## config.mk

```make
export PLATFORM = sky130hd
export DESIGN_NAME = octant_vector_angle
export DESIGN_NICKNAME = d
export VERILOG_FILES = /design/src/rtl/ova_pkg.sv /design/src/rtl/octant_vector_angle.sv /design/src/rtl/ova_front.sv /design/src/rtl/ova_queue.sv /design/src/rtl/ova_back.sv
export SDC_FILE = /design/constraint.sdc
export NUM_CORES = 1
export LEC_CHECK = 0
export ABC_AREA = 1
export ABC_CLOCK_PERIOD_IN_PS = 9300
export BUFFER_PORTS_ARGS = -buffer_cell sky130_fd_sc_hd__buf_2
export CORE_MARGIN = 5
export CORE_UTILIZATION = 44
export CTS_CLUSTER_SIZE = 12
export DETAILED_ROUTE_END_ITERATION = 10
export PLACE_DENSITY_LB_ADDON = 0.3
export SYNTH_ARGS = -nofsm -noshare
export SYNTH_HDL_FRONTEND = slang
export SYNTH_SLANG_ARGS = --single-unit
```

## constraint.sdc

```tcl
create_clock -name aclk -period 9.3 [get_ports aclk]
set_input_delay 1.395 -clock aclk [delete_from_list [all_inputs] [get_ports aclk]]
set_output_delay 1.395 -clock aclk [all_outputs]
set_load 0.1 [all_outputs]
```

## src/rtl/ova_pkg.sv

```systemverilog
// Shared types and constants for the octant vector angle block.
`timescale 1ns / 1ps
`default_nettype none
package ova_pkg;

    localparam int DATA_W      = 16;
    localparam int MAG_W       = 16;
    localparam int QUO_W       = 6;
    localparam int DIV_STAGES  = QUO_W;
    localparam int ANGLE_W     = 8;
    localparam int QUEUE_DEPTH = 4;
    localparam int QPTR_W      = $clog2(QUEUE_DEPTH);
    localparam int QCNT_W      = $clog2(QUEUE_DEPTH + 1);

    // Quadrant codes: bit 1 is dx negative, bit 0 is dy negative.
    localparam logic [1:0] QUAD_XP_YP = 2'd0;
    localparam logic [1:0] QUAD_XP_YN = 2'd1;
    localparam logic [1:0] QUAD_XN_YP = 2'd2;
    localparam logic [1:0] QUAD_XN_YN = 2'd3;

    localparam logic [ANGLE_W-1:0] ANG_UP    = 8'd0;
    localparam logic [ANGLE_W-1:0] ANG_RIGHT = 8'd64;
    localparam logic [ANGLE_W-1:0] ANG_DOWN  = 8'd128;
    localparam logic [ANGLE_W-1:0] ANG_LEFT  = 8'd192;
    // Slope substituted for the zero vector: all ones.
    localparam logic [ANGLE_W-1:0] SLOPE_ZERO_VEC = 8'hFF;

    typedef struct packed {
        logic [MAG_W-1:0] small_mag;
        logic [MAG_W-1:0] large_mag;
        logic [1:0]       quad;
        logic             hdom;
        logic             zero_vec;
    } item_t;

endpackage
`default_nettype wire

```

## src/rtl/octant_vector_angle.sv

```systemverilog
// Top level: vector to 8-bit binary angle, classifier, queue and divider pipeline.
`timescale 1ns / 1ps
`default_nettype none
// Converts a signed 16-bit vector (dx, dy) into an 8-bit binary angle: 0 is up
// (negative dy), 64 right, 128 down, 192 left. One vector beat is taken every
// cycle while the output is not stalled, and one angle beat comes out per vector,
// in order. Each beat passes through the classifier register, the 4-entry queue,
// the six stages of the restoring divider (one quotient bit per stage) and the
// output register. The zero vector yields 129.
module octant_vector_angle (
    input  wire logic                           aclk,
    input  wire logic                           aresetn,
    input  wire logic                           s_tvalid,
    output logic                                s_tready,
    // [15:0] dx, [31:16] dy
    input  wire logic [2*ova_pkg::DATA_W-1:0]   s_tdata,
    output logic                                m_tvalid,
    input  wire logic                           m_tready,
    // [7:0] angle
    output logic [ova_pkg::ANGLE_W-1:0]         m_tdata
);

    logic           fq_valid;
    logic           fq_ready;
    ova_pkg::item_t fq_item;
    logic           qb_valid;
    logic           qb_ready;
    ova_pkg::item_t qb_item;

    ova_front u_front (
        .aclk     (aclk),
        .aresetn  (aresetn),
        .s_tvalid (s_tvalid),
        .s_tready (s_tready),
        .s_tdata  (s_tdata),
        .q_valid  (fq_valid),
        .q_ready  (fq_ready),
        .q_item   (fq_item)
    );

    ova_queue u_queue (
        .aclk      (aclk),
        .aresetn   (aresetn),
        .in_valid  (fq_valid),
        .in_ready  (fq_ready),
        .in_item   (fq_item),
        .out_valid (qb_valid),
        .out_ready (qb_ready),
        .out_item  (qb_item)
    );

    ova_back u_back (
        .aclk     (aclk),
        .aresetn  (aresetn),
        .q_valid  (qb_valid),
        .q_ready  (qb_ready),
        .q_item   (qb_item),
        .m_tvalid (m_tvalid),
        .m_tready (m_tready),
        .m_tdata  (m_tdata)
    );

endmodule
`default_nettype wire

```

## src/rtl/ova_front.sv

```systemverilog
// Input stage: takes a vector beat, forms magnitudes, quadrant and dominant axis.
`timescale 1ns / 1ps
`default_nettype none
module ova_front (
    input  wire logic                          aclk,
    input  wire logic                          aresetn,
    input  wire logic                          s_tvalid,
    output logic                               s_tready,
    input  wire logic [2*ova_pkg::DATA_W-1:0]  s_tdata,
    output logic                               q_valid,
    input  wire logic                          q_ready,
    output ova_pkg::item_t                     q_item
);

    logic                      front_vld_reg;
    logic                      front_vld_next;
    ova_pkg::item_t            front_reg;
    ova_pkg::item_t            front_next;
    logic [ova_pkg::DATA_W-1:0] dx;
    logic [ova_pkg::DATA_W-1:0] dy;
    logic [ova_pkg::MAG_W-1:0]  mx;
    logic [ova_pkg::MAG_W-1:0]  my;
    logic                       accept;

    assign dx = s_tdata[ova_pkg::DATA_W-1:0];
    assign dy = s_tdata[2*ova_pkg::DATA_W-1:ova_pkg::DATA_W];

    assign s_tready = !front_vld_reg || q_ready;
    assign accept   = s_tvalid && s_tready;

    // -32768 maps to 0x8000, which is 32768 as an unsigned magnitude.
    assign mx = dx[ova_pkg::DATA_W-1] ? ova_pkg::MAG_W'(~dx + 1'b1) : dx;
    assign my = dy[ova_pkg::DATA_W-1] ? ova_pkg::MAG_W'(~dy + 1'b1) : dy;

    always_comb begin
        front_next           = front_reg;
        front_next.hdom      = my < mx;
        front_next.quad      = {dx[ova_pkg::DATA_W-1], dy[ova_pkg::DATA_W-1]};
        front_next.small_mag = (my < mx) ? my : mx;
        front_next.large_mag = (my < mx) ? mx : my;
        front_next.zero_vec  = (mx == '0) && (my == '0);
    end

    always_comb begin
        front_vld_next = front_vld_reg;
        if (accept) begin
            front_vld_next = 1'b1;
        end else if (q_ready) begin
            front_vld_next = 1'b0;
        end
    end

    always_ff @(posedge aclk) begin
        if (!aresetn) begin
            front_vld_reg <= 1'b0;
        end else begin
            front_vld_reg <= front_vld_next;
        end
    end

    always_ff @(posedge aclk) begin
        if (accept) begin
            front_reg <= front_next;
        end
    end

    assign q_valid = front_vld_reg;
    assign q_item  = front_reg;

endmodule
`default_nettype wire

```

## src/rtl/ova_queue.sv

```systemverilog
// Short queue between the classifier and the divider pipeline.
`timescale 1ns / 1ps
`default_nettype none
module ova_queue (
    input  wire logic           aclk,
    input  wire logic           aresetn,
    input  wire logic           in_valid,
    output logic                in_ready,
    input  wire ova_pkg::item_t in_item,
    output logic                out_valid,
    input  wire logic           out_ready,
    output ova_pkg::item_t      out_item
);

    ova_pkg::item_t              mem [ova_pkg::QUEUE_DEPTH];
    logic [ova_pkg::QPTR_W-1:0]  wr_ptr_reg;
    logic [ova_pkg::QPTR_W-1:0]  wr_ptr_next;
    logic [ova_pkg::QPTR_W-1:0]  rd_ptr_reg;
    logic [ova_pkg::QPTR_W-1:0]  rd_ptr_next;
    logic [ova_pkg::QCNT_W-1:0]  count_reg;
    logic [ova_pkg::QCNT_W-1:0]  count_next;
    logic                        push;
    logic                        pop;

    assign in_ready  = count_reg != ova_pkg::QCNT_W'(ova_pkg::QUEUE_DEPTH);
    assign out_valid = count_reg != '0;
    assign push      = in_valid && in_ready;
    assign pop       = out_valid && out_ready;
    assign out_item  = mem[rd_ptr_reg];

    always_comb begin
        wr_ptr_next = push ? wr_ptr_reg + 1'b1 : wr_ptr_reg;
        rd_ptr_next = pop ? rd_ptr_reg + 1'b1 : rd_ptr_reg;
        count_next  = count_reg;
        if (push && !pop) begin
            count_next = count_reg + 1'b1;
        end else if (pop && !push) begin
            count_next = count_reg - 1'b1;
        end
    end

    always_ff @(posedge aclk) begin
        if (!aresetn) begin
            wr_ptr_reg <= '0;
            rd_ptr_reg <= '0;
            count_reg  <= '0;
        end else begin
            wr_ptr_reg <= wr_ptr_next;
            rd_ptr_reg <= rd_ptr_next;
            count_reg  <= count_next;
        end
    end

    always_ff @(posedge aclk) begin
        if (push) begin
            mem[wr_ptr_reg] <= in_item;
        end
    end

endmodule
`default_nettype wire

```

## src/rtl/ova_back.sv

```systemverilog
// Divider pipeline and octant mapping: one quotient bit per stage, then the angle.
`timescale 1ns / 1ps
`default_nettype none
module ova_back (
    input  wire logic                          aclk,
    input  wire logic                          aresetn,
    input  wire logic                          q_valid,
    output logic                               q_ready,
    input  wire ova_pkg::item_t                q_item,
    output logic                               m_tvalid,
    input  wire logic                          m_tready,
    output logic [ova_pkg::ANGLE_W-1:0]        m_tdata
);

    localparam int NST = ova_pkg::DIV_STAGES;

    logic [NST-1:0]             vld_reg;
    logic [NST-1:0]             vld_next;
    logic [ova_pkg::MAG_W-1:0]  rem_reg   [NST];
    logic [ova_pkg::MAG_W-1:0]  rem_next  [NST];
    logic [ova_pkg::QUO_W-1:0]  quo_reg   [NST];
    logic [ova_pkg::QUO_W-1:0]  quo_next  [NST];
    ova_pkg::item_t             itm_reg   [NST];
    ova_pkg::item_t             itm_next  [NST];

    logic                       out_vld_reg;
    logic [ova_pkg::ANGLE_W-1:0] angle_reg;
    logic [ova_pkg::ANGLE_W-1:0] angle_next;
    logic [ova_pkg::ANGLE_W-1:0] slope;
    logic                       adv;

    logic [ova_pkg::MAG_W:0]    trial [NST];
    logic                       qbit  [NST];

    // Whole pipeline moves when the output register is free or being drained.
    assign adv     = !out_vld_reg || m_tready;
    assign q_ready = adv;

    always_comb begin
        // First step: small <= large, so the top quotient bit is set only on a tie.
        trial[0]    = {1'b0, q_item.small_mag};
        qbit[0]     = q_item.small_mag >= q_item.large_mag;
        rem_next[0] = qbit[0] ? q_item.small_mag - q_item.large_mag : q_item.small_mag;
        quo_next[0] = ova_pkg::QUO_W'(qbit[0]);
        itm_next[0] = q_item;
        vld_next[0] = q_valid;
        for (int i = 1; i < NST; i++) begin
            trial[i]    = {rem_reg[i-1], 1'b0};
            qbit[i]     = trial[i] >= {1'b0, itm_reg[i-1].large_mag};
            rem_next[i] = qbit[i]
                ? ova_pkg::MAG_W'(trial[i] - {1'b0, itm_reg[i-1].large_mag})
                : trial[i][ova_pkg::MAG_W-1:0];
            quo_next[i] = {quo_reg[i-1][ova_pkg::QUO_W-2:0], qbit[i]};
            itm_next[i] = itm_reg[i-1];
            vld_next[i] = vld_reg[i-1];
        end
    end

    always_comb begin
        if (itm_reg[NST-1].zero_vec) begin
            slope = ova_pkg::SLOPE_ZERO_VEC;
        end else begin
            slope = ova_pkg::ANGLE_W'(quo_reg[NST-1]);
        end
        if (itm_reg[NST-1].hdom) begin
            unique case (itm_reg[NST-1].quad)
                ova_pkg::QUAD_XP_YP: angle_next = ova_pkg::ANG_RIGHT + slope;
                ova_pkg::QUAD_XP_YN: angle_next = ova_pkg::ANG_RIGHT - slope;
                ova_pkg::QUAD_XN_YP: angle_next = ova_pkg::ANG_LEFT - slope;
                default:             angle_next = ova_pkg::ANG_LEFT + slope;
            endcase
        end else begin
            unique case (itm_reg[NST-1].quad)
                ova_pkg::QUAD_XP_YP: angle_next = ova_pkg::ANG_DOWN - slope;
                ova_pkg::QUAD_XP_YN: angle_next = ova_pkg::ANG_UP + slope;
                ova_pkg::QUAD_XN_YP: angle_next = ova_pkg::ANG_DOWN + slope;
                default:             angle_next = ova_pkg::ANG_UP - slope;
            endcase
        end
    end

    always_ff @(posedge aclk) begin
        if (!aresetn) begin
            vld_reg     <= '0;
            out_vld_reg <= 1'b0;
        end else if (adv) begin
            vld_reg     <= vld_next;
            out_vld_reg <= vld_reg[NST-1];
        end
    end

    always_ff @(posedge aclk) begin
        if (adv) begin
            for (int i = 0; i < NST; i++) begin
                rem_reg[i] <= rem_next[i];
                quo_reg[i] <= quo_next[i];
                itm_reg[i] <= itm_next[i];
            end
            angle_reg <= angle_next;
        end
    end

    assign m_tvalid = out_vld_reg;
    assign m_tdata  = angle_reg;

    // Partial remainder in the first divider stage stays below the divisor for a nonzero vector.
    a_rem_below_divisor: assert property (@(posedge aclk) disable iff (!aresetn)
        vld_reg[0] && !itm_reg[0].zero_vec |-> rem_reg[0] < itm_reg[0].large_mag)
        else $error("remainder not below divisor in first divider stage");

    // A ratio of at most one scaled by 32 never exceeds 32.
    a_quotient_range: assert property (@(posedge aclk) disable iff (!aresetn)
        vld_reg[NST-1] && !itm_reg[NST-1].zero_vec
            |-> quo_reg[NST-1] <= ova_pkg::QUO_W'(32))
        else $error("quotient out of range");

    // A stalled output keeps the pipeline frozen.
    a_stall_freezes: assert property (@(posedge aclk) disable iff (!aresetn)
        out_vld_reg && !m_tready |=> vld_reg == $past(vld_reg))
        else $error("pipeline moved while output stalled");

    // An item leaving the last divider stage lands in the output register.
    a_no_drop: assert property (@(posedge aclk) disable iff (!aresetn)
        adv && vld_reg[NST-1] |=> out_vld_reg)
        else $error("item dropped at output register");

endmodule
`default_nettype wire
```

==> results.toml <==
[critical_path]
cp.buffers_inverters = 4
r2r_cells = 18
cp.depth = 18
critPathRequiredTime_ps = 9590
regToRegEndpoint = "u_back.rem_reg[0][6]$_DFFE_PN_"
path_max_fanout = 52
crit_family = "buffers and inverters"
criticalPathCategory = "flop to flop"
slowest_stage = "inv_2"
crit_path_end_kind = "flop"
slowest_delay_ps = 850
crit_end = "u_back.rem_reg[0][6]$_DFFE_PN_"
critPathMostFrequentCell = "nand2_1"
reg2reg_slack_ps = 4750
crit_path_cell_trace = "inv_2 -> o21ai_0 -> o22ai_1 -> ha_1 -> inv_1 -> fa_1 -> nand2_1 -> nand2_1 -> nand2_1 -> nand2_2 -> nand2_1 -> nand2_2 -> inv_1 -> nand2_1 -> nand2_1 -> nand2_1 -> inv_2 -> o21ai_1"
cp-start-kind = "flop"
cp.arrival_ps = 4830

[synthesis]
synthArstFlopShare = 0
yosys.area.top_type_share = 0.5584
ys_types = 45
synth_edf_count = 393
synth_area_per_cell_um2 = 10.15
syn-num-nets = 2247
synth_top_cells_by_area = "edfxtp_1 56%, nand2_1 8.2%, ha_1 7.3%"
yosys_warnings = 0
synth_cells = 2082
synth_top_area_cell = "edfxtp_1"
ys_seq_area_frac = 0.5745
syn_area_mm2 = 0.02113
synth_ff_type = "edfxtp_1"
ys_ff_latch = 410

[clock_tree]
cts_resized = 0
path_clk_slew_ps = 60
hold_buffers = 0
cts_tree = "done"
cts_max_level = 2
insertion_delay_ps = 580
postCtsSetupBuffers = 0
numCtsBuffers = 44
clock_path_buffers = 3
cts.sinks = 410
clockRootBuffer = "clkbuf_16"

[outcome]
status = "finished clean"

[placed_design]
dp_hpwl_um = 31540
io_buffers = 45
gp_congestion = 0.8933

[floorplanning]
die_area_mm2 = 0.05251
initial_utilization = 0.4435
rows = 80
die_h_um = 229.2
ios = 46
die_x_um = 229.2
core_mm2 = 0.04765

[timing]
hold_viol_final = 0
clock_skew_ps = 34.30
tns_ps = 0
worst_pin_slew_ps = 1072
setup_viol = 0
fmax_mhz = 219.9
rsz0062_at_grt = "false"
worst_hold_slack_ps = 406.2
drv_slew = 0
min_period_ps = 4548
relSlewSlack = 0.2811
finalCritPeriodShare = 0.4890

[worst_hold_path]
hold_path.class = "flop to flop"
whs_path_depth = 0

[detailed_routing]
vias = 14190
drtIter0Drc = 798
routed_wl_um = 43000
drtAntennaViolNets = 0
routed_via_density = 5.108
drc = 0
wl_per_cell_um = 15.48
drtPass1Iterations = 7

[global_route]
grt_pass1_vias = 14240
grt_pass1_wl_um = 71080
groute.usage.overall = 0.1639
grt_max_degree = 155
antenna_found_initial = 0
overflow = 0

[finish]
drive_gt1_frac = 0.08742
area_delta_synth_final_pct = 10.17
largest_register_ffs = 144
finalNetCount = 2298
n_antenna_cell = 0

[job]
max_cap_violations = 0
## cells in the final DEF, fill, tap and decap left out, types with 4 or more instances in the layout
| cell | instances |
|---|---|
| dfxtp_1 | 16 |
| nand4_1 | 15 |
| nand2_2 | 25 |
| nand3_1 | 100 |
| ha_1 | 123 |
| nand2_1 | 460 |
| nor2_4 | 4 |
| clkbuf_16 | 44 |
| edfxtp_1 | 393 |
| nor3_1 | 18 |
| clkinv_1 | 6 |
| buf_2 | 45 |
| xnor2_1 | 39 |
| a21o_1 | 10 |
| nand3_2 | 4 |
| a21oi_1 | 129 |
| o21ai_0 | 144 |
| fa_1 | 6 |
| nor2_1 | 163 |
| inv_1 | 234 |
| xor2_1 | 36 |
| o21ai_1 | 12 |
| inv_2 | 8 |
| buf_4 | 10 |
| clkbuf_1 | 14 |
| o21ai_2 | 24 |
| o22ai_1 | 22 |
| a32oi_1 | 15 |
## worst min path at each step
| stage | from | endpoint | slack, ps |
|---|---|---|---|
| floorplan | u_back.itm_reg[0][0]$_DFFE_PN_ | u_back.itm_reg[1][0]$_DFFE_PN_ | 400 |
| global placement | u_back.itm_reg[1][3]$_DFFE_PN_ | u_back.itm_reg[2][3]$_DFFE_PN_ | 400 |
| detailed placement | u_back.quo_reg[3][0]$_DFFE_PN_ | u_back.quo_reg[4][1]$_DFFE_PN_ | 400 |
| CTS | u_back.quo_reg[4][4]$_DFFE_PN_ | u_back.quo_reg[5][5]$_DFFE_PN_ | 410 |
| global route | u_back.itm_reg[2][3]$_DFFE_PN_ | u_back.itm_reg[3][3]$_DFFE_PN_ | 420 |
| finish | u_back.quo_reg[4][4]$_DFFE_PN_ | u_back.quo_reg[5][5]$_DFFE_PN_ | 410 |
## cell usage after synthesis, drive strengths merged (17+ instances only)
| library cell | n |
|---|---|
| edfxtp | 393 |
| o21ai | 180 |
| xor2 | 36 |
| nand2 | 487 |
| xnor2 | 39 |
| nor3 | 18 |
| nor2 | 169 |
| nand3 | 104 |
| a21oi | 131 |
| dfxtp | 17 |
| o22ai | 22 |
| inv | 244 |
| clkbuf | 25 |
| ha | 123 |
| buf | 25 |
## area by class of cell
type,count,area (um^2)
flip-flops and latches,410,12140
inverters,244,925.9
fillers,4335,24360
clock buffers,60,1181
multi-input cells,1378,7811
clock inverters,15,150.1
repair buffers,55,300.3
well taps,615,769.5
## logic make-up after synthesis
family	share of synthesized area
fa+ha+maj	0.07851
compound gates	0.1005
mux	0.0005328
buf+inv	0.05749
xor+xnor	0.03108
simple gates	0.1574
flops	0.5745
## metal layers
metal / vias to the layer above / GRT usage / routed length [um]
li1: 7260 / - / -
met1: 6597 / 0.2009 / 18310
met5: - / 0 / 0
met4: 0 / 0.05131 / 1181
met2: 255 / 0.2991 / 21970
met3: 74 / 0.02353 / 1540
## worst register-to-register path, stage by stage, from the launching register on
cell,delay (ps)
dfxtp_1,600
inv_2,860
o21ai_0,230
o22ai_1,380
ha_1,250
inv_1,60
fa_1,390
nand2_1,80
nand2_1,80
nand2_1,80
nand2_2,70
nand2_1,70
nand2_2,70
inv_1,60
nand2_1,40
nand2_1,50
nand2_1,290
inv_2,470
o21ai_1,120
## through the flow
step,util,cells,setup slack (ps),instance area (um^2)
after floorplan,-,2082,3053,21130
after global placement,0.4607,2702,4517,21950
after detailed placement,0.4607,2702,4448,21950
after CTS,0.4886,2777,4626,23280
after global routing,0.4886,2777,4327,23280
final,0.4886,2777,4752,23280
Power is left out: the tool's default activity adds up to more than one toggle a clock period on the data nets, which glitch-free logic cannot reach.
